[config.mk]
export PLATFORM = sky130hd
export DESIGN_NAME = message_record_deframer
export DESIGN_NICKNAME = d
export VERILOG_FILES = /design/src/hw/rtl/mrd_pkg.sv /design/src/hw/rtl/message_record_deframer.sv
export VERILOG_INCLUDE_DIRS = /design/src /design/src/hw/rtl
export SDC_FILE = /design/constraint.sdc
export NUM_CORES = 1
export LEC_CHECK = 0
export ABC_CLOCK_PERIOD_IN_PS = 19900
export BUFFER_PORTS_ARGS = -buffer_cell sky130_fd_sc_hd__buf_2
export CORE_UTILIZATION = 40
export DETAILED_ROUTE_END_ITERATION = 10
export GPL_ROUTABILITY_DRIVEN = 0
export MAX_ROUTING_LAYER = met4
export SYNTH_ARGS = -nofsm -noshare
export SYNTH_HDL_FRONTEND = slang
export SYNTH_SLANG_ARGS = --single-unit
[constraint.sdc]
create_clock -name clock -period 19.9 [get_ports clock]
set_clock_uncertainty 0.05 [all_clocks]
set_input_delay 4.975 -clock clock [delete_from_list [all_inputs] [get_ports clock]]
set_output_delay 4.975 -clock clock [all_outputs]
set_load 0.01 [all_outputs]
[src/hw/rtl/message_record_deframer_macros.svh]
// assertion macros shared by the deframer rtl
`ifndef MESSAGE_RECORD_DEFRAMER_MACROS_SVH
`define MESSAGE_RECORD_DEFRAMER_MACROS_SVH

// same-cycle implication, held off while in reset
`define MRD_ASSERT_NOW(label, clk, rst, ante, cons) \
   label: assert property (@(posedge clk) disable iff (rst) (ante) |-> (cons)) \
      else $error("deframer check failed");

// next-cycle implication, held off while in reset
`define MRD_ASSERT_NEXT(label, clk, rst, ante, cons) \
   label: assert property (@(posedge clk) disable iff (rst) (ante) |=> (cons)) \
      else $error("deframer check failed");

`endif

[src/hw/rtl/mrd_pkg.sv]
// types and constants for the message record deframer
`default_nettype none

package mrd_pkg;

   localparam int SENDER_ID_BYTES_DEF = 16;
   localparam int LENGTH_BITS_DEF     = 20;

   localparam int BYTE_W    = 8;
   localparam int PLEN_W    = 20;
   localparam int KIND_W    = 2;
   localparam int SIDX_W    = 4;
   localparam int WORD_W    = 32;
   localparam int WORD_BYTES = 4;
   // id (4), type (1), size (4) after the sender id
   localparam int FIXED_HDR_BYTES = 9;

   typedef enum logic [1:0] {
      PH_IDLE,
      PH_HEADER,
      PH_CONTENT,
      PH_DRAIN
   } phase_type;

   localparam logic [KIND_W-1:0] KIND_SENDER  = 2'd0;
   localparam logic [KIND_W-1:0] KIND_HEADER  = 2'd1;
   localparam logic [KIND_W-1:0] KIND_CONTENT = 2'd2;

endpackage

`default_nettype wire

[src/hw/rtl/message_record_deframer.sv]
// message record deframer: splits a length-prefixed byte payload into records
// one request byte per cycle while req_stall is low; a result, when a byte makes one, is registered in the cycle after
// sustained rate is one byte per cycle while rsp_stall is low, set by the result register handshake
// request side stalls only while a held result is itself stalled
// synchronous reset returns the parser to idle with no result pending
`default_nettype none

`include "message_record_deframer_macros.svh"

module message_record_deframer #(
   parameter int SENDER_ID_BYTES = mrd_pkg::SENDER_ID_BYTES_DEF,
   parameter int LENGTH_BITS     = mrd_pkg::LENGTH_BITS_DEF
) (
   input  wire logic                          clock,
   input  wire logic                          reset,
   // request channel
   input  wire logic                          req_valid,
   output logic                               req_stall,
   input  wire logic [mrd_pkg::BYTE_W-1:0]    req_data_byte,
   input  wire logic                          req_first_byte,
   input  wire logic [mrd_pkg::PLEN_W-1:0]    req_payload_length,
   // result channel
   output logic                               rsp_valid,
   input  wire logic                          rsp_stall,
   output logic [mrd_pkg::KIND_W-1:0]         rsp_result_kind,
   output logic [mrd_pkg::BYTE_W-1:0]         rsp_result_byte,
   output logic [mrd_pkg::SIDX_W-1:0]         rsp_sender_index,
   output logic [mrd_pkg::WORD_W-1:0]         rsp_message_id,
   output logic [mrd_pkg::BYTE_W-1:0]         rsp_message_type,
   output logic [mrd_pkg::WORD_W-1:0]         rsp_content_length,
   output logic                               rsp_content_dropped,
   output logic                               rsp_end_of_message
);
   import mrd_pkg::*;

   // full header size and the widths that follow from it
   localparam int HDR_BYTES = SENDER_ID_BYTES + FIXED_HDR_BYTES;
   localparam int CNT_W     = $clog2(HDR_BYTES);
   // the length port is fixed width, so a wider mask keeps every bit
   localparam int REM_W     = (LENGTH_BITS < PLEN_W) ? LENGTH_BITS : PLEN_W;

   localparam logic [CNT_W-1:0] CNT_ID_START   = CNT_W'(SENDER_ID_BYTES);
   localparam logic [CNT_W-1:0] CNT_TYPE       = CNT_W'(SENDER_ID_BYTES + WORD_BYTES);
   localparam logic [CNT_W-1:0] CNT_SIZE_START = CNT_W'(SENDER_ID_BYTES + WORD_BYTES + 1);
   localparam logic [CNT_W-1:0] CNT_LAST       = CNT_W'(HDR_BYTES - 1);
   localparam logic [REM_W-1:0] REM_HDR        = REM_W'(HDR_BYTES);

   // parser state
   phase_type          phase_ff, phase_in;
   logic [REM_W-1:0]   rem_ff, rem_in;
   logic [CNT_W-1:0]   cnt_ff, cnt_in;
   logic [WORD_W-1:0]  id_ff, id_in;
   logic [BYTE_W-1:0]  type_ff, type_in;
   logic [WORD_W-1:0]  size_ff, size_in;
   logic [WORD_W-1:0]  cd_ff, cd_in;

   // result register
   logic               rsp_valid_ff, rsp_valid_in;
   logic [KIND_W-1:0]  kind_ff, kind_in;
   logic [BYTE_W-1:0]  byte_ff, byte_in;
   logic [SIDX_W-1:0]  sidx_ff, sidx_in;
   logic [WORD_W-1:0]  mid_ff, mid_in;
   logic [BYTE_W-1:0]  mtype_ff, mtype_in;
   logic [WORD_W-1:0]  clen_ff, clen_in;
   logic               drop_ff, drop_in;
   logic               eom_ff, eom_in;

   logic               req_acc;
   logic               produce;

   // state as seen by this byte: a first byte restarts the parse
   phase_type          phase_eff;
   logic [REM_W-1:0]   rem_eff;
   logic [CNT_W-1:0]   cnt_eff;
   logic [WORD_W-1:0]  id_eff;
   logic [BYTE_W-1:0]  type_eff;
   logic [WORD_W-1:0]  size_eff;
   logic [WORD_W-1:0]  cd_eff;

   logic               active;
   logic [REM_W-1:0]   rem_m1;
   logic               in_hdr;
   logic               hdr_short;
   logic               hdr_go;
   logic               in_sender;
   logic               in_id;
   logic               is_type;
   logic               in_size;
   logic               hdr_last;
   logic [CNT_W-1:0]   id_off;
   logic [CNT_W-1:0]   size_off;
   logic [WORD_W-1:0]  id_rep;
   logic [WORD_W-1:0]  size_rep;
   logic               fits;
   logic               has_content;
   logic               in_content;
   logic [WORD_W-1:0]  cd_dec;
   logic               content_done;

   // the result register frees up when empty or when its result is taken
   assign req_stall = rsp_valid_ff & rsp_stall;
   assign req_acc   = req_valid & ~req_stall;

   assign phase_eff = req_first_byte ? PH_HEADER : phase_ff;
   assign rem_eff   = req_first_byte ? req_payload_length[REM_W-1:0] : rem_ff;
   assign cnt_eff   = req_first_byte ? '0 : cnt_ff;
   assign id_eff    = req_first_byte ? '0 : id_ff;
   assign type_eff  = req_first_byte ? '0 : type_ff;
   assign size_eff  = req_first_byte ? '0 : size_ff;
   assign cd_eff    = req_first_byte ? '0 : cd_ff;

   // a byte counts only inside a payload with bytes left
   assign active = (phase_eff != PH_IDLE) && (rem_eff != '0);
   assign rem_m1 = rem_eff - REM_W'(1);

   // header field decode from the byte position in the record
   assign in_hdr    = active && (phase_eff == PH_HEADER);
   // too few bytes left for a whole record: drain the tail silently
   assign hdr_short = in_hdr && (cnt_eff == '0) && (rem_eff < REM_HDR);
   assign hdr_go    = in_hdr && !hdr_short;
   assign in_sender = cnt_eff < CNT_ID_START;
   assign in_id     = !in_sender && (cnt_eff < CNT_TYPE);
   assign is_type   = cnt_eff == CNT_TYPE;
   assign in_size   = cnt_eff >= CNT_SIZE_START;
   assign hdr_last  = hdr_go && (cnt_eff == CNT_LAST);

   assign id_off   = cnt_eff - CNT_ID_START;
   assign size_off = cnt_eff - CNT_SIZE_START;

   // little-endian byte insert into id and size words
   always_comb begin
      for (int i = 0; i < WORD_BYTES; i++) begin
         id_rep[BYTE_W*i +: BYTE_W]   = (id_off[1:0] == 2'(i)) ? req_data_byte
                                        : id_eff[BYTE_W*i +: BYTE_W];
         size_rep[BYTE_W*i +: BYTE_W] = (size_off[1:0] == 2'(i)) ? req_data_byte
                                        : size_eff[BYTE_W*i +: BYTE_W];
      end
   end

   // content must fit in what follows the last header byte
   assign fits        = size_rep <= {{(WORD_W-REM_W){1'b0}}, rem_m1};
   assign has_content = fits && (size_rep != '0);

   assign in_content   = active && (phase_eff == PH_CONTENT);
   assign cd_dec       = (cd_eff != '0) ? (cd_eff - WORD_W'(1)) : cd_eff;
   assign content_done = cd_dec == '0;

   // next parse phase
   always_comb begin
      phase_in = phase_eff;
      if (!active) begin
         phase_in = PH_IDLE;
      end else begin
         unique case (phase_eff)
            PH_HEADER: begin
               if (hdr_short) begin
                  phase_in = PH_DRAIN;
               end else if (hdr_last && has_content) begin
                  phase_in = PH_CONTENT;
               end else begin
                  phase_in = PH_HEADER;
               end
            end
            PH_CONTENT: begin
               phase_in = content_done ? PH_HEADER : PH_CONTENT;
            end
            PH_DRAIN: begin
               phase_in = PH_DRAIN;
            end
            default: begin
               phase_in = PH_IDLE;
            end
         endcase
         // payload used up
         if (rem_m1 == '0) begin
            phase_in = PH_IDLE;
         end
      end
   end

   // datapath and result fields
   always_comb begin
      rem_in  = active ? rem_m1 : rem_eff;
      cnt_in  = cnt_eff;
      id_in   = id_eff;
      type_in = type_eff;
      size_in = size_eff;
      cd_in   = cd_eff;

      if (hdr_go) begin
         cnt_in = hdr_last ? '0 : (cnt_eff + CNT_W'(1));
         if (cnt_eff == '0) begin
            id_in   = '0;
            type_in = '0;
            size_in = '0;
         end else if (in_id) begin
            id_in = id_rep;
         end else if (is_type) begin
            type_in = req_data_byte;
         end else if (in_size) begin
            size_in = size_rep;
         end
         if (hdr_last && has_content) begin
            cd_in = size_rep;
         end
      end else if (in_content) begin
         cd_in = cd_dec;
         if (content_done) begin
            cnt_in = '0;
         end
      end

      produce  = 1'b0;
      kind_in  = KIND_SENDER;
      byte_in  = '0;
      sidx_in  = '0;
      mid_in   = '0;
      mtype_in = '0;
      clen_in  = '0;
      drop_in  = 1'b0;
      eom_in   = 1'b0;
      priority if (hdr_last) begin
         produce  = 1'b1;
         kind_in  = KIND_HEADER;
         mid_in   = id_eff;
         mtype_in = type_eff;
         clen_in  = size_rep;
         drop_in  = !fits;
         eom_in   = !has_content;
      end else if (hdr_go && in_sender) begin
         produce = 1'b1;
         kind_in = KIND_SENDER;
         byte_in = req_data_byte;
         sidx_in = cnt_eff[SIDX_W-1:0];
      end else if (in_content) begin
         produce = 1'b1;
         kind_in = KIND_CONTENT;
         byte_in = req_data_byte;
         eom_in  = content_done;
      end else begin
         produce = 1'b0;
      end
   end

   // result valid: loaded on a request, cleared once taken
   always_comb begin
      if (req_acc) begin
         rsp_valid_in = produce;
      end else if (!rsp_stall) begin
         rsp_valid_in = 1'b0;
      end else begin
         rsp_valid_in = rsp_valid_ff;
      end
   end

   // control state
   always_ff @(posedge clock) begin
      if (reset) begin
         phase_ff     <= PH_IDLE;
         rem_ff       <= '0;
         cnt_ff       <= '0;
         cd_ff        <= '0;
         rsp_valid_ff <= 1'b0;
      end else begin
         rsp_valid_ff <= rsp_valid_in;
         if (req_acc) begin
            phase_ff <= phase_in;
            rem_ff   <= rem_in;
            cnt_ff   <= cnt_in;
            cd_ff    <= cd_in;
         end
      end
   end

   // header assembly, cleared at each record start
   always_ff @(posedge clock) begin
      if (req_acc) begin
         id_ff   <= id_in;
         type_ff <= type_in;
         size_ff <= size_in;
      end
   end

   // result payload, only loaded when a result is produced
   always_ff @(posedge clock) begin
      if (req_acc && produce) begin
         kind_ff  <= kind_in;
         byte_ff  <= byte_in;
         sidx_ff  <= sidx_in;
         mid_ff   <= mid_in;
         mtype_ff <= mtype_in;
         clen_ff  <= clen_in;
         drop_ff  <= drop_in;
         eom_ff   <= eom_in;
      end
   end

   assign rsp_valid           = rsp_valid_ff;
   assign rsp_result_kind     = kind_ff;
   assign rsp_result_byte     = byte_ff;
   assign rsp_sender_index    = sidx_ff;
   assign rsp_message_id      = mid_ff;
   assign rsp_message_type    = mtype_ff;
   assign rsp_content_length  = clen_ff;
   assign rsp_content_dropped = drop_ff;
   assign rsp_end_of_message  = eom_ff;

   // a live parse always has payload bytes left
   `MRD_ASSERT_NOW(a_live_has_bytes, clock, reset, phase_ff != PH_IDLE, rem_ff != '0)
   // content phase never sits with nothing left to count
   `MRD_ASSERT_NOW(a_content_count, clock, reset, phase_ff == PH_CONTENT, cd_ff != '0)
   // header position stays inside the record header
   `MRD_ASSERT_NOW(a_cnt_range, clock, reset, 1'b1, cnt_ff <= CNT_LAST)

endmodule

`default_nettype wire
# After elaboration in Yosys (flattened, before gate mapping)
# Cells that the tools add are included.
dict set report word_totals {
  output_inout_bits 90
  reg_bits 220
}
dict set report op_classes {
  n_reduce_logical 27
  eq_ne 12
  addsub 5
  bitwise_logic 4
  mux 54
  order_cmp 5
}
# cell n
set ops {}
lappend ops {{$mux 32} 15}
lappend ops {{$mux 8} 15}
lappend ops {{$reduce_bool 32->1} 2}
lappend ops {{$mux 20} 2}
lappend ops {{$le 32x20->1} 1}
lappend ops {{$logic_not 32->1} 1}
lappend ops {{$sub 32x1->32 const B} 1}
lappend ops {{$mux 5} 5}
lappend ops {{$logic_not 20->1} 1}
lappend ops {{$lt 20x5->1 const B} 1}
lappend ops {{$reduce_bool 20->1} 1}
lappend ops {{$sub 20x1->20 const B} 1}
lappend ops {{$mux 2} 7}
lappend ops {{$eq 2x2->1 const B} 6}
lappend ops {{$logic_and 1x1->1} 12}
lappend ops {{$eq 5x5->1 const B} 2}
lappend ops {{$lt 5x5->1 const B} 2}
lappend ops {{$mux 1} 9}
lappend ops {{$eq 2x1->1 const B} 3}
lappend ops {{$pmux 2 s3} 1}
lappend ops {{$add 5x1->5 const B} 1}
lappend ops {{$ge 5x5->1 const B} 1}
lappend ops {{$logic_not 5->1} 1}
lappend ops {{$logic_not 1->1} 4}
lappend ops {{7 further kinds} 12}

# Depth between registers and ports, before layout
# Gate-level depths: netlist of the first run.
dict set report depth {
  word_depth 15
  depth_mapped 29
}

# Worst setup path before layout of the first run
# No wires, ideal clock.
dict set report synth_path {
  kind {input to register}
  startpoint {input req_first_byte}
  endpoint {register drop_ff, in the netlist rsp_content_dropped, enable pin}
  path_stages 17
  required_time_ns 19.285
  setup_slack_ns 6.060
  arrival_time_ns 13.225
  n_path_buf 10
  cell_sequence {clkbuf_1 buf_2 clkbuf_1 clkbuf_1 buf_1 buf_1 clkbuf_1 clkbuf_1 mux2i_1 ha_1 buf_1 nand2_1 o21ai_0 a31oi_1 clkbuf_1 o21ai_0 a21oi_1}
}
dict set report synth_between {
  elab_chain_len 12
  word_cells_on_any_way 24
  classes_between {order compare: 2; eq/ne: 3; mux: 6; reduce/logical: 13}
}
# element line_no
set synth_lines {}
lappend synth_lines {{start, declared} message_record_deframer.sv:20} ;# input wire logic req_first_byte,
lappend synth_lines {{branches (longest 10 deep; another with $lt 20x5->1)} --}
lappend synth_lines {{$mux 1 *} message_record_deframer.sv:222} ;# priority if (hdr_last) begin
lappend synth_lines {{$logic_and 1x1->1 *} message_record_deframer.sv:286} ;# if (req_acc && produce) begin
lappend synth_lines {{end signal, assigned} message_record_deframer.sv:293} ;# drop_ff <= drop_in;
lappend synth_lines {{end, declared} message_record_deframer.sv:65} ;# logic drop_ff, drop_in;
# Every way passes the cells marked *.
# A chain may end at the register's enable or synchronous reset.

# Worst setup path in the final report of the first run
dict set report layout_path {
  startpoint {input req_first_byte}
  endpoint {register cd_ff[23]}
}
dict set report layout_between {
  elab_chain_len 12
  word_cells_on_any_way 40
  classes_between {add/sub: 3; order compare: 2; eq/ne: 6; mux: 13; reduce/logical: 16}
}
# element line_no
set layout_lines {}
lappend layout_lines {{branches (longest 11 deep; another with $le 32x20->1)} --}
lappend layout_lines {{$mux 32 *} message_record_deframer.sv:190} ;# if (hdr_go) begin
lappend layout_lines {{end signal, assigned} message_record_deframer.sv:270} ;# cd_ff <= cd_in;
lappend layout_lines {{end, declared} message_record_deframer.sv:55} ;# logic [WORD_W-1:0] cd_ff, cd_in;
# Marks and branches as above.

==> results of run 1 <==
[registers in the layout, summed over array words and instances (netlist names), 2 cells and up]
register and flops:
phase_ff 2, rsp_result_byte 8, rem_ff 20, size_ff 32
rsp_content_length 32, rsp_message_id 32, id_ff 32, rsp_message_type 8
cnt_ff 5, rsp_sender_index 4, cd_ff 32, rsp_result_kind 2
type_ff 8
[Yosys cell counts (all sizes together), types with 23 or more instances]
master  number
clkbuf     105
nor4        35
edfxtp     160
and3        57
nor2b       30
dfxtp       60
a211oi      36
ha          28
o21ai       64
nor3b       26
a21oi      142
nand3      112
inv         27
nand2      114
nor3        32
nor2       156
mux2i       33
nand2b      23
[power breakdown]
group	leakage [nW]	total (mW)	internal (mW)	switching [mW]
sequential	2.04	0.531	0.517	0.0135
combinational	3.20	0.199	0.0649	0.134
clock	0.427	0.488	0.291	0.196
total	5.66	1.22	0.874	0.344
[final timing paths]
path / from / to / slack, ps / depth (start not counted)
setup / recovery: req_first_byte / cd_ff[23] / 9090 / 19
setup reg to reg: rem_ff[0] / cd_ff[23] / 14510 / 17
hold reg to reg: rem_ff[8] / rem_ff[8] / 400 / 2
hold / removal: rem_ff[8] / rem_ff[8] / 400 / 2
[layer usage]
| layer | up-vias | track usage [%] | share of wire [%] |
|---|---|---|---|
| met1 | 5800 | 33.2 | 44 |
| met2 | 563 | 38.3 | 45 |
| met5 | - | - | 0 |
| li1 | 5775 | - | - |
| met3 | 108 | 3.89 | 7.0 |
| met4 | 0 | 9.22 | 3.9 |
[stage by stage]
| stage | area [sq um] | setup slack [ps] | std cells |
|---|---|---|---|
| after floorplan | 13500 | 6060 | 1514 |
| after global placement | 14400 | 8980 | 1978 |
| after detailed placement | 14400 | 8750 | 1978 |
| after CTS | 15200 | 9300 | 2025 |
| after global routing | 15200 | 8520 | 2025 |
| final | 15200 | 9090 | 2025 |
[layout make-up]
type                       count  area, sq um
clock buffer                  30          666
sequential                   220         6010
tap                          442          553
multi-input combinational   1141         6900
fill                        3207        17600
timing repair buffer         146          793
inverter                      29          111
clock inverter                17          200
[cells by family (layout without fill, tap and decap cells)]
logic type                 Yosys count  in the layout  synth area share, %
DFF                                220            220                 44.6
adders and majority gates           28             28                 2.60
and+or+nand+nor                    661            661                 25.3
xor gates and xnor gates            34             34                 2.21
AOI/OAI and AO/OA                  381            381                 18.1
buffers and inverters              153            222                 4.38
muxes                               37             37                 2.79
[critical path, stage by stage]
cell,delay (ps)
buf_4,370
buf_4,770
mux2i_1,510
ha_1,390
o211ai_1,340
nor3_1,560
nand4_1,180
xnor2_1,300
ha_1,290
nand2_1,60
o21ai_0,100
a2111oi_0,420
o211ai_1,170
a221o_1,450
nor2_2,130
buf_4,350
o21ai_0,380
o21ai_0,260
a21oi_1,90
==> flow_summary.yaml, run 1 <==
finish:
  layout-drive-gt1-share_pct: 14.1
  utilization_pct: 46.5
  layout_common_cells: "edfxtp_1, nor2_1, a21oi_1, buf_2, nand2_1"
  final_nets: 1625
  final_common_cell: "edfxtp_1"
  antennaDiodeCount: 0
  area_growth_pct: 13.2
clocking:
  insertion_delay_ps: 550
  cts_setup_buffers: 0
  clkTransAtPathRegs_ps: 50
  cts_tree: "yes"
  cts_root_buf: "clkbuf_16"
  cts_resized: 0
  cts.path.max_buffers: 3
  cts_hold_buf: 0
  clock-sinks: 220
  cts-htree-levels: 1
  numCtsBuffers: 26
logic_synthesis:
  yosysSeqAreaShare_pct: 44.6
  synth_edf_count: 160
  netlist_area_sq_um: 13500
  syn_nets: 1575
  synthDistinctLibCells: 76
  netlist_instances: 1514
  synth-async-reset-ratio_pct: 0
  synth_ff_type: "edfxtp_1"
  synth_top_cell_by_area: "edfxtp_1"
  synthTopCellsByArea: "edfxtp_1, dfxtp_1, a21oi_1"
  yosys_warnings: 0
  syn_area_per_cell_sq_um: 8.89
  ys_ff_latch: 220
  yosys.area.top_type_share_pct: 35.7
run:
  max_cap_viol_count: 0
setup_path:
  cp-start-kind: "input port"
  cp.arrival_ps: 11160
  critPathCaptureType: "register"
  critPathMaxFanout: 82
  crit_required_ps: 20240
  crit_type: "input port to register"
route:
  ant_nets: 0
  routed_wl_mm: 41.4
  wire_per_inst_um: 20.4
  first_iter_violations: 1186
  drt_pass1_iterations: 5
  vias: 12246
  drcViolationCount: 0
  via_per_inst: 6.05
grt:
  antenna_found_initial: 0
  grt_max_degree: 83
  track_usage_pct: 25.0
  grt_pass1_vias: 11522
  gr-total-overflow: 0
  grt_pass1_wl_mm: 65.7
power:
  power_mw: 1.22
  power_leakage_nw: 5.66
  peakVddDrop_mv: 0.0698
  powerDensity_nw_per_um2: 79.9
sta:
  grt_setup_unrepaired: "no"
  max_slew_margin_pct: 20.8
  hold_slack_ps: 402
  timing.final.crit_share_pct: 54.3
  fin_crit_ps: 10810
  worst_pin_slew_ps: 1180
  tns_ps: 0
  setup_violations: 0
  final-max-slew-violation-count: 0
  final-hold-violation-count: 0
  timing.fmax_ghz: 0.0925
status:
  run_status: "complete, no violations"
min_path:
  hold_path.class: "register to register"
placed_design:
  numPortBuffers: 122
  place_hpwl_mm: 27.9
floorplan:
  io_pins: 123
  initial_core_util_pct: 41.0
  fp.dieW_um: 185
  die-area_sq_um: 34400
  die_h_um: 185
  core_sq_um: 32800
  rows: 66
Note: power is estimated with default switching activity, not from simulation.
==> run 2: changes to the inputs <==
--- a/config.mk
+++ b/config.mk
@@ -6,7 +6,8 @@
 export SDC_FILE = /design/constraint.sdc
 export NUM_CORES = 1
 export LEC_CHECK = 0
-export ABC_CLOCK_PERIOD_IN_PS = 19900
+export ABC_AREA = 1
+export ABC_CLOCK_PERIOD_IN_PS = 10500
 export BUFFER_PORTS_ARGS = -buffer_cell sky130_fd_sc_hd__buf_2
 export CORE_UTILIZATION = 40
 export DETAILED_ROUTE_END_ITERATION = 10
==> constraint.sdc (replaced) <==
create_clock -name clock -period 10.5 [get_ports clock]
set_clock_uncertainty 0.05 [all_clocks]
set_input_delay 2.625 -clock clock [delete_from_list [all_inputs] [get_ports clock]]
set_output_delay 2.625 -clock clock [all_outputs]
set_load 0.01 [all_outputs]
==> run 2 against run 1 <==
Compared with the run above:
- flip-flop and latch count unchanged
- core utilization is 0.78 points lower
- cell area up 0.82%
- combinational power rose by 130%
- critical path depth decreased by 4
==> flow_summary.yaml, run 2 <==
placed_design:
  place_hpwl_mm: 27.1
  dp.cells: 2353
  pre_cts_slack_ps: 2300
  placed_area_sq_um: 14500
  numPortBuffers: 122
clocking:
  insertion_delay_ps: 550
  cts_hold_buf: 0
  cts_root_buf: "clkbuf_16"
  cts_tree: "yes"
  cts_resized: 0
  clkTransAtPathRegs_ps: 60
  clock-sinks: 220
  cts.path.max_buffers: 3
  numCtsBuffers: 26
  cts_setup_buffers: 0
  cts-htree-levels: 1
logic_synthesis:
  synth_simple_gate_area_share_pct: 25.6
  synth_edf_count: 160
  synth_top_family_by_area: "simple AND/OR/NAND/NOR gates"
  yosys_warnings: 0
  netlist_area_sq_um: 13700
  synthTopCellsByArea: "edfxtp_1, nand2_1, dfxtp_1"
  synth_common_cells: "nand2_1, nor2_1, inv_1"
  ys_ff_latch: 220
  syn_nets: 1928
  synth.most_common_cell: "nand2_1"
  synthDistinctLibCells: 39
  yosys.area.top_type_share_pct: 35.1
  synth_ff_type: "edfxtp_1"
  synth-async-reset-ratio_pct: 0
  synth_compound_area_share_pct: 17.9
  yosys-mux-area-fraction_pct: 0
  netlist_instances: 1867
  yosysSeqAreaShare_pct: 43.9
  synthAdderAreaFrac_pct: 2.56
  synth_top_cell_by_area: "edfxtp_1"
  syn_area_per_cell_sq_um: 7.33
  synth_xor_area_share_pct: 0.832
floorplan:
  fp.dieW_um: 187
  die-area_sq_um: 35000
  die_h_um: 187
  core_sq_um: 33600
  io_pins: 123
  initial_core_util_pct: 40.7
  rows: 67
setup_path:
  crit_required_ps: 10700
  cpMostUsedCell: "nand2_1"
  cp.arrival_ps: 7820
  crit_family: "buffers and inverters"
  crit_path_top_delay_cell: "clkinv_2"
  crit_type: "input port to register"
  cp_cell_sequence: "buf_2 > nor2_1 > inv_1 > ha_1 > nand2_1 > nor3_1 > nand2_1 > nor2_1 > nand2_1 > nand4_4 > buf_4 > inv_1 > o21ai_0 > clkinv_2 > buf_4"
  cp_num_buf_inv: 6
  critPathCaptureType: "register"
  cp-start-kind: "input port"
  critPathMaxStageDelay_ps: 810
  critPathMaxFanout: 80
route:
  via_per_inst: 5.32
  drt_pass1_iterations: 5
  drcViolationCount: 0
  vias: 12763
  wire_per_inst_um: 16.7
  ant_nets: 0
  routed_wl_mm: 40.2
  first_iter_violations: 1216
power:
  power_mw: 2.40
  peakVddDrop_mv: 0.115
  power_leakage_nw: 6.93
  powerDensity_nw_per_um2: 156
sta:
  setup_violations: 0
  timing.final.crit_share_pct: 72.6
  final-max-slew-violation-count: 0
  hold_slack_ps: 414
  fin_crit_ps: 7620
  final-hold-violation-count: 0
  grt_setup_unrepaired: "no"
  max_slew_margin_pct: 32.3
  worst_pin_slew_ps: 1020
  timing.fmax_ghz: 0.131
  tns_ps: 0
  fin_ws_ps: 2880
finish:
  postLayoutCellArea_sq_um: 15400
  final_common_cell: "nand2_1"
  final_cells: 2400
  layout-drive-gt1-share_pct: 12.1
  layout_common_cells: "nand2_1, nor2_1, o21ai_0, inv_1, edfxtp_1"
  num-fill-cells: 3423
  final_nets: 1994
  antennaDiodeCount: 0
  utilization_pct: 45.7
  area_growth_pct: 12.2
grt:
  grt_max_degree: 100
  grt_pass1_wl_mm: 64.4
  track_usage_pct: 23.6
  grt_pass1_vias: 11751
  gr-total-overflow: 0
  antenna_found_initial: 0
min_path:
  hold_path.class: "register to register"
status:
  run_status: "complete, no violations"
run:
  max_cap_viol_count: 0
## run 2: changes by cell type after synthesis, sizes merged, moves of 37 or more
cell and delta:
o21ai +148, clkbuf -53, nor2 +122, and3 -56, nand3 -37, inv +169
nand2 +375
## run 2: worst min-delay path: cells and delay by family (launching register included)
kind | cells | cell delay, ps
AO/OA/AOI/OAI | 1 | 50
AND/OR/NAND/NOR | 1 | 60
flip-flops | 1 | 300
## run 2: final cells by class
| class | count | area, sq um | area share, % |
|---|---|---|---|
| Clock buffer | 28 | 658 | 4.29 |
| Clock inverter | 19 | 205 | 1.34 |
| Inverter | 197 | 746 | 4.86 |
| Multi-Input combinational cell | 1347 | 6430 | 41.9 |
| Sequential cell | 220 | 6010 | 39.1 |
| Tap cell | 448 | 561 | 3.65 |
| Timing Repair Buffer | 141 | 753 | 4.90 |
## run 2: power by group
part / switching, mW / total, mW / leakage [nW] / internal [mW]
Sequential: 0.0239 / 1.02 / 2.05 / 0.993
Clock: 0.368 / 0.918 / 0.432 / 0.550
Combinational: 0.329 / 0.464 / 4.46 / 0.135
Total: 0.721 / 2.40 / 6.93 / 1.68
## run 2: kinds of logic (layout without fill, tap and decap cells)
family / Yosys count / after routing
and+or+nand+nor: 862 / 862
buffers and inverters: 300 / 385
adders and majority gates: 28 / 28
xor gates and xnor gates: 13 / 13
DFF: 220 / 220
AOI/OAI and AO/OA: 444 / 444
## run 2: path summary, 6_finish.rpt
check	start	end	slack (ps)	cells after the start
hold / removal	rem_ff[18]	rem_ff[18]	410	2
hold reg to reg	rem_ff[18]	rem_ff[18]	410	2
setup reg to reg	cnt_ff[0]	rsp_message_id[1]	5330	15
setup / recovery	req_first_byte	rsp_message_id[2]	2880	15
## run 2: routing by layer
| layer | GRT usage (%) | wire (um) | up-vias |
|---|---|---|---|
| met4 | 6.27 | 972 | 0 |
| met5 | - | 0 | - |
| li1 | - | - | 6340 |
| met1 | 31.8 | 18400 | 5894 |
| met3 | 3.53 | 2810 | 74 |
| met2 | 37.0 | 18000 | 455 |
==> run 3: changes to the inputs <==
--- a/config.mk
+++ b/config.mk
@@ -7,7 +7,7 @@
 export NUM_CORES = 1
 export LEC_CHECK = 0
 export ABC_AREA = 1
-export ABC_CLOCK_PERIOD_IN_PS = 10500
+export ABC_CLOCK_PERIOD_IN_PS = 6650
 export BUFFER_PORTS_ARGS = -buffer_cell sky130_fd_sc_hd__buf_2
 export CORE_UTILIZATION = 40
 export DETAILED_ROUTE_END_ITERATION = 10
==> constraint.sdc (replaced) <==
create_clock -name clock -period 6.65 [get_ports clock]
set_clock_uncertainty 0.05 [all_clocks]
set_input_delay 1.6625 -clock clock [delete_from_list [all_inputs] [get_ports clock]]
set_output_delay 1.6625 -clock clock [all_outputs]
set_load 0.01 [all_outputs]
==> run 3 against run 2 <==
Compared with the run above:
- combinational power grew 61%
- wire length rose by 1.4%
- worst setup slack lost 2000 ps
- count of clock-buffer cells in the layout is 2 higher
- core utilization is 0.51 points higher
- sequential share of layout area fell by 0.43 points
- non-clock buffer count rose by 12
- sequential power rose by 57%
- via count increased by 0.92%
- total power rose by 62%
- critical path type unchanged
==> flow_summary.yaml, run 3 (synthesized netlist as in run 2, its figures left out) <==
placed_design:
  numPortBuffers: 122
  place_hpwl_mm: 28.2
route:
  routed_wl_mm: 40.7
  drcViolationCount: 0
  via_per_inst: 5.34
  drt_pass1_iterations: 6
  wire_per_inst_um: 16.9
  vias: 12880
  ant_nets: 0
  first_iter_violations: 1194
clocking:
  cts_hold_buf: 0
  clkTransAtPathRegs_ps: 60
  cts_root_buf: "clkbuf_16"
  cts.path.max_buffers: 3
  cts-htree-levels: 1
  cts_tree: "yes"
  insertion_delay_ps: 540
  cts_resized: 0
  clock-sinks: 220
  numCtsBuffers: 26
  cts_setup_buffers: 0
floorplan:
  rows: 67
  core_sq_um: 33600
  die-area_sq_um: 35000
  initial_core_util_pct: 40.7
  die_h_um: 187
  io_pins: 123
  fp.dieW_um: 187
status:
  run_status: "complete, no violations"
power:
  combPwrFrac_pct: 19.3
  power_frac_seq_pct: 41.3
  p_sw_mw: 1.16
  sw_frac_of_total_pct: 29.8
  peakVddDrop_mv: 0.147
  p_clk_share_pct: 39.4
  powerDensity_nw_per_um2: 250
  internal-power_mw: 2.72
  power_leakage_nw: 7.01
sta:
  final-hold-violation-count: 0
  timing.final.crit_share_pct: 87.4
  setup_violations: 0
  grt_setup_unrepaired: "no"
  timing.fmax_ghz: 0.172
  worst_pin_slew_ps: 980
  final-max-slew-violation-count: 0
  max_slew_margin_pct: 34.7
  tns_ps: 0
  fin_crit_ps: 5810
finish:
  utilization_pct: 46.2
  layout-drive-gt1-share_pct: 12.6
  final_common_cell: "nand2_1"
  num-fill-cells: 3418
  area_growth_pct: 13.4
  final_nets: 2006
  layout_common_cells: "nand2_1, nor2_1, o21ai_0, inv_1, edfxtp_1"
  antennaDiodeCount: 0
setup_path:
  critPathMaxFanout: 33
  critPathCaptureType: "register"
  cp.arrival_ps: 6230
  crit_required_ps: 7070
  crit_type: "input port to register"
  cp-start-kind: "input port"
grt:
  grt_pass1_wl_mm: 64.1
  grt_max_degree: 79
  track_usage_pct: 23.5
  gr-total-overflow: 0
  antenna_found_initial: 0
  grt_pass1_vias: 11737
min_path:
  hold_path.class: "register to register"
run:
  max_cap_viol_count: 0
==> run 3: critical path: stages <==
cell and delay [ps]:
buf_2 200, nor2_1 310, ha_1 500, clkinv_1 430, a21boi_0 580, inv_1 250, ha_1 360, a21oi_1 150
nor2_1 60, a211oi_1 170, nand2_1 70, nor2_1 90, nand2_1 80, a21oi_2 160, nand2_2 420, nand2_1 310
o211ai_1 210, a21oi_1 190
==> run 3: per-stage QoR <==
step	cells	hold slack, ps	worst slack, ps	area (sq um)	power [mW]
after floorplan	1867	392	647	13700	2.15
after global placement	2365	401	466	14600	2.36
after detailed placement	2365	406	462	14600	2.37
after CTS	2412	415	1000	15500	3.89
after global routing	2412	439	589	15500	4.04
final	2412	414	839	15500	3.88
==> run 3: path summary, 6_finish.rpt <==
path	slack, ps	cells after the start	start	to
worst min-delay path	410	2	rem_ff[19]	rem_ff[19]
worst max register to register	1830	18	cnt_ff[1]	cd_ff[1]
worst min register to register	410	2	rem_ff[19]	rem_ff[19]
worst max-delay path	840	18	req_first_byte	cd_ff[1]
==> run 3: area by class of cell <==
class	instances	area, sq um	share of cell area [%]
timing repair buffer	153	881	5.67
tap	448	561	3.61
sequential	220	6010	38.7
clock inverter	17	219	1.41
clock buffer	30	687	4.42
multi-input combinational	1347	6430	41.4
inverter	197	746	4.80
==> run 3: power by group through the flow <==
| stage | Clock [mW] | Sequential [mW] | Combinational (mW) |
|---|---|---|---|
| finish | 1.53 | 1.60 | 0.748 |
| global route | 1.60 | 1.61 | 0.833 |
| CTS | 1.55 | 1.60 | 0.739 |
| detailed placement | 0 | 1.63 | 0.735 |
| global placement | 0 | 1.63 | 0.730 |
| floorplan | 0 | 1.64 | 0.504 |
==> run 3: metal layers <==
metal / share of wire, % / vias to the layer above / GRT usage (%) / routed length [um]
li1: - / 6362 / - / -
met1: 46 / 5948 / 31.8 / 18600
met2: 44 / 490 / 36.0 / 17900
met3: 7.8 / 80 / 4.05 / 3170
met4: 2.7 / 0 / 6.87 / 1090
met5: 0 / - / - / 0
